`src/design/sfsu_pkg.sv`:
```
// Shared types, constants and helpers for the starfield star update block.
package sfsu_pkg;

    localparam int STAR_COUNT_DEF = 1024;

    localparam logic signed [15:0] CENTRE_X = 16'sd160;
    localparam logic signed [15:0] CENTRE_Y = 16'sd120;
    localparam logic signed [15:0] SCREEN_W = 16'sd320;
    localparam logic signed [15:0] SCREEN_H = 16'sd240;
    localparam logic signed [8:0]  CENTRE_X9 = 9'sd160;
    localparam logic signed [8:0]  CENTRE_Y9 = 9'sd120;
    localparam logic [7:0]         SPAWN_TOP = 8'd255;
    localparam logic [7:0]         X_OFFSET  = 8'd40;
    localparam logic [7:0]         DEPTH_STEP = 8'd2;
    localparam logic [7:0]         DEPTH_MIN  = 8'd1;
    localparam logic [7:0]         GREY_TOP   = 8'd255;

    // Divider: 16 quotient bits, one per cycle
    localparam int DIV_STEPS = 16;

    typedef struct packed {
        logic [7:0] x;
        logic [7:0] y;
        logic [7:0] depth;
    } t_star;

    typedef enum logic [2:0] {
        S_CLEAR,
        S_IDLE,
        S_LOOK,
        S_DIV,
        S_FIN
    } t_state;

    // grey level to RGB565
    function automatic logic [15:0] grey565(input logic [7:0] g);
        grey565 = {g[7:3], g[7:2], g[7:3]};
    endfunction

endpackage

```
`src/design/sfsu_div.sv`:
```
// Bit-serial signed divider: 17-bit signed numerator by 8-bit depth, truncating.
module sfsu_div (
    input  logic                i_clk,
    input  logic                i_rst_n,
    input  logic                i_start,
    input  logic signed [16:0]  i_num,
    input  logic [7:0]          i_den,
    output logic signed [15:0]  o_quot,
    output logic                o_done
);

    localparam int CW = $clog2(sfsu_pkg::DIV_STEPS + 1);

    logic [CW-1:0] r_cnt;
    logic          r_done;
    logic          r_neg;
    logic [7:0]    r_den;
    logic [7:0]    r_rem;
    logic [15:0]   r_quo;
    logic [15:0]   num_mag;
    logic [8:0]    trial;
    logic          fits;

    // magnitude stays below 2^16, so the low 16 bits carry it
    assign num_mag = i_num[16] ? (16'd0 - i_num[15:0]) : i_num[15:0];
    assign trial   = {r_rem, r_quo[15]};
    assign fits    = trial >= {1'b0, r_den};

    always_ff @(posedge i_clk) begin
        if (!i_rst_n) begin
            r_cnt  <= '0;
            r_done <= 1'b0;
        end else if (i_start) begin
            r_cnt  <= CW'(sfsu_pkg::DIV_STEPS);
            r_done <= 1'b0;
        end else if (r_cnt != '0) begin
            r_cnt  <= r_cnt - 1'b1;
            r_done <= (r_cnt == CW'(1));
        end
    end

    always_ff @(posedge i_clk) begin
        if (i_start) begin
            r_neg <= i_num[16];
            r_den <= i_den;
            r_rem <= '0;
            r_quo <= num_mag;
        end else if (r_cnt != '0) begin
            r_rem <= fits ? 8'(trial - {1'b0, r_den}) : trial[7:0];
            r_quo <= {r_quo[14:0], fits};
        end
    end

    assign o_quot = $signed(r_neg ? (16'd0 - r_quo) : r_quo);
    assign o_done = r_done;

endmodule

```
`config.mk`:
```
export PLATFORM = sky130hd
export DESIGN_NAME = sfsu_div
export DESIGN_NICKNAME = d
export VERILOG_FILES = /design/src/design/sfsu_pkg.sv /design/src/design/sfsu_div.sv
export SDC_FILE = /design/constraint.sdc
export NUM_CORES = 1
export LEC_CHECK = 0
export BUFFER_PORTS_ARGS = -buffer_cell sky130_fd_sc_hd__buf_2
export CAP_MARGIN = 10
export CORE_MARGIN = 2
export CORE_UTILIZATION = 36
export CTS_CLUSTER_SIZE = 10
export DETAILED_ROUTE_END_ITERATION = 16
export PLACE_DENSITY_LB_ADDON = 0.25
export SETUP_SLACK_MARGIN = 0.4
export SLEW_MARGIN = 40
export SYNTH_ARGS = -nofsm -noshare
export SYNTH_HDL_FRONTEND = slang
export SYNTH_SLANG_ARGS = --single-unit
```
`constraint.sdc`:
```
create_clock -name i_clk -period 2.5 [get_ports i_clk]
set_clock_uncertainty 0.1 [all_clocks]
set_input_delay 0.125 -clock i_clk [delete_from_list [all_inputs] [get_ports i_clk]]
set_output_delay 0.125 -clock i_clk [all_outputs]
set_load 0.02 [all_outputs]
```
==> results.md <==
* Vias in the first global route at 2209
* Die Ht at approximately 91 um
* Min cycle time layout at ~2200 ps
* Pwr/cell area at around 790 mW/mm^2
* R2R Path Start: r_den[2]$_DFFE_PP_
* Worst R2R End: r_rem[3]$_SDFFE_PP0P_
* Internal power at 0.00163 W
* First-pass GRT wire length at 10100 um
* Reg clk slew, reported paths at 80 ps
* Root Buffer: clkbuf_8
* Worst setup EP type: primary output
* Max-Cap Viols at 0
* Slew @ Worst Pin at approximately 580 ps
* Distinct cells, synth at 54
* Clock Power Share at between 15 and 20%
* Crit share post-route at 89.7%
* R2R cell count at 7
* Syn-to-layout area delta at 23.8%
* Num rows at 31
* Mean Syn Cell Area at 9.14 um^2
* Lkg Pwr at roughly 1.3 nW
* RSZ-0062 raised after global routing: true
* DP HPWL at about 4500 um
* Crit Path Max Fanout at 4
* Post-synth EDFFs at 25
* DR pass1 iterations at 4
* Worst-Skew Late Latency at slightly below 300 ps
* Reg power frac at between 30 and 40%
* Num CTS Buffers at 5
* Kind of start point of the critical path: flop
* Status: finished, final reports clean
* Most frequent cells in the layout: buf_2 (42), nor2_1 (34), edfxtp_1 (25), nand2_1 (22), a21oi_1 (21)
* Hold Path Class: in -> reg
* Max Slew Vio Count at 0
* Async SR Flop Fraction at 0%
* Detailed router's first-iteration violation count at 103
* Total grt overflow at 0
* Drt drc at 0
* Hold_ws at between 30 and 40 ps
* Antenna diode count at 0
* Comb power frac at a little under half
* Worst R2R Setup Slack at between 400 and 500 ps
* Fmax at between 0.4 and 0.5 GHz
* Die ar. at about 0.0083 mm^2
* Post-synthesis net count at 340
* Arr. time, crit path at approximately 2000 ps
* Hold path startpoint: i_start
* Final wirelength at approximately 6200 um
* RD Place Congestion at a little over 0.8
* Setup TNS at 0 ps
* # port buffers at 44
* Die Wd at about 90 um
* Fill cells at between 700 and 800
* Clock Sinks at 39
* Fin util at between 40% and 50%
* Starting Density at between 30 and 40%
* Most common cell after layout, fill and taps aside: buf_2
* Worst path required time at between 2000 and 2500 ps
* Final net count at slightly above 400
* Final cell count without fillers at about 460
* Total net switching power at 0.00103 W
* Worst vdd ir at around 0.24 mV
* Total power at roughly 0.0027 W
* WL/cell at 13.5 um
* Crit Path Class: reg -> out
* Vias at 2348
* CTS tree: done
* Vias/cell at a little over 5
* FF+latch count, synth at 39
* Yosys warns at 0
* Syn Std Cell Area at 0.00273 mm^2
* Ports at 45
* Hold Vio Cnt, Final at 0
* Post-DRT Antenna Nets at 0
* Hold Crit Depth at 2
* Slew HR at roughly 60%
* Sw Share at approximately two fifths
* Hold path endpoint: r_rem[4]$_SDFFE_PP0P_
* Largest net degree at the start of global routing at 26
* Sequential element share of the synthesized area at between 30 and 40%
* Cells after Synth at approximately 300
* Core area at ~0.0073 mm^2
* Main synth FF type: edfxtp_1
* # H-tree levels at 2
* Share of cells above drive strength 1 at ~26%
* Total track usage at 15.1%
* Final setup viols at 0
* Cells after DPL at about 440
* CTS Buffer Depth at 2
* Initial antenna violation count at 0
==> cell families (layout without fill, tap and decap cells) <==
logic type	after synthesis	in the layout	synth area share [%]
mux	3	3	1.15
fa+ha+maj	13	13	6.23
compound gates	74	74	18.4
buf+inv	29	94	4.86
flops	39	39	37.7
xor+xnor	31	31	9.94
simple gates	110	110	21.7
==> routing by layer <==
layer | global-route usage [%] | routed length [um]
met1 | 19.6 | 2910
met3 | 2.66 | 259
met4 | 5.05 | 82
met2 | 25.2 | 2980
met5 | 0 | 0
==> cell type report <==
type                    instances  area (um^2)  area share (%)
flip-flops and latches         39         1030            30.5
inverters                      18         67.6            2.00
clock buffers                   8          101            3.00
repair buffers                 68          428            12.7
multi-input cells             231         1630            48.2
well taps                      99          124            3.66
==> flip-flops by register name, summed over array words and instances, names as in the netlist <==
signal  flops
o_done      1
r_rem       8
r_cnt       5
r_den       8
r_quo      16
r_neg       1
==> critical path, stage by stage (launching register included) <==
cell and delay, ps:
edfxtp_1 460, buf_4 170, nor3_2 210, nand4_1 120, buf_4 180, o41ai_2 260, xnor2_1 150, buf_2 180
==> timing repair <==
action / 4_1_cts / 5_1_grt
hold buffers: 9 / 0
hold endpoints to repair: 9 / 0
gates resized for setup: 12 / 8
setup endpoints to repair: 10 / 16
setup buffers: 2 / 8
pin swaps: 6 / 6
cloned: 0 / 0
==> cells in the mapped netlist, types with 4 or more instances <==
library cell	n	area [um^2]
nand3_1	8	40.0
nor3_1	7	35.0
nor2b_1	9	56.3
o21ai_1	7	35.0
o21ai_0	16	80.1
edfxtp_1	25	751
dfxtp_1	14	280
o31ai_1	5	37.5
nand2_1	22	82.6
nand2b_1	5	31.3
xnor2_1	18	158
inv_1	18	67.6
ha_1	12	150
nand4_1	4	25.0
clkbuf_1	6	22.5
nor2_1	34	128
xor2_1	13	114
a21oi_1	21	105
==> power by group through the flow <==
stage	clock network, W	registers [W]	logic, W
global route	0.000523	0.000973	0.00135
finish	0.000484	0.000955	0.00122
floorplan	0	0.000925	0.000862
global placement	0	0.000965	0.00108
CTS	0.000499	0.000954	0.00115
detailed placement	0	0.000965	0.00110
==> how the worst max path moves through the flow <==
stage                          start                     to  cells past startpoint
6_report          r_quo[0]$_DFFE_PP_             o_quot[13]                      7
5_1_grt           r_quo[0]$_DFFE_PP_             o_quot[12]                      7
4_1_cts           r_quo[0]$_DFFE_PP_             o_quot[12]                      7
3_5_place_dp     r_quo[15]$_DFFE_PP_  r_rem[6]$_SDFFE_PP0P_                      8
3_3_place_gp     r_quo[15]$_DFFE_PP_  r_rem[4]$_SDFFE_PP0P_                      8
2_1_floorplan  r_cnt[0]$_SDFFE_PP0P_     r_quo[0]$_DFFE_PP_                      4
==> metrics by stage <==
step | area [um^2] | worst slack (ps)
2_1_floorplan | 2730 | 570
3_3_place_gp | 3050 | 367
3_5_place_dp | 3050 | 357
4_1_cts | 3300 | 242
5_1_grt | 3380 | 144
6_report | 3380 | 258
No activity file was read; power rests on OpenSTA's default activity.
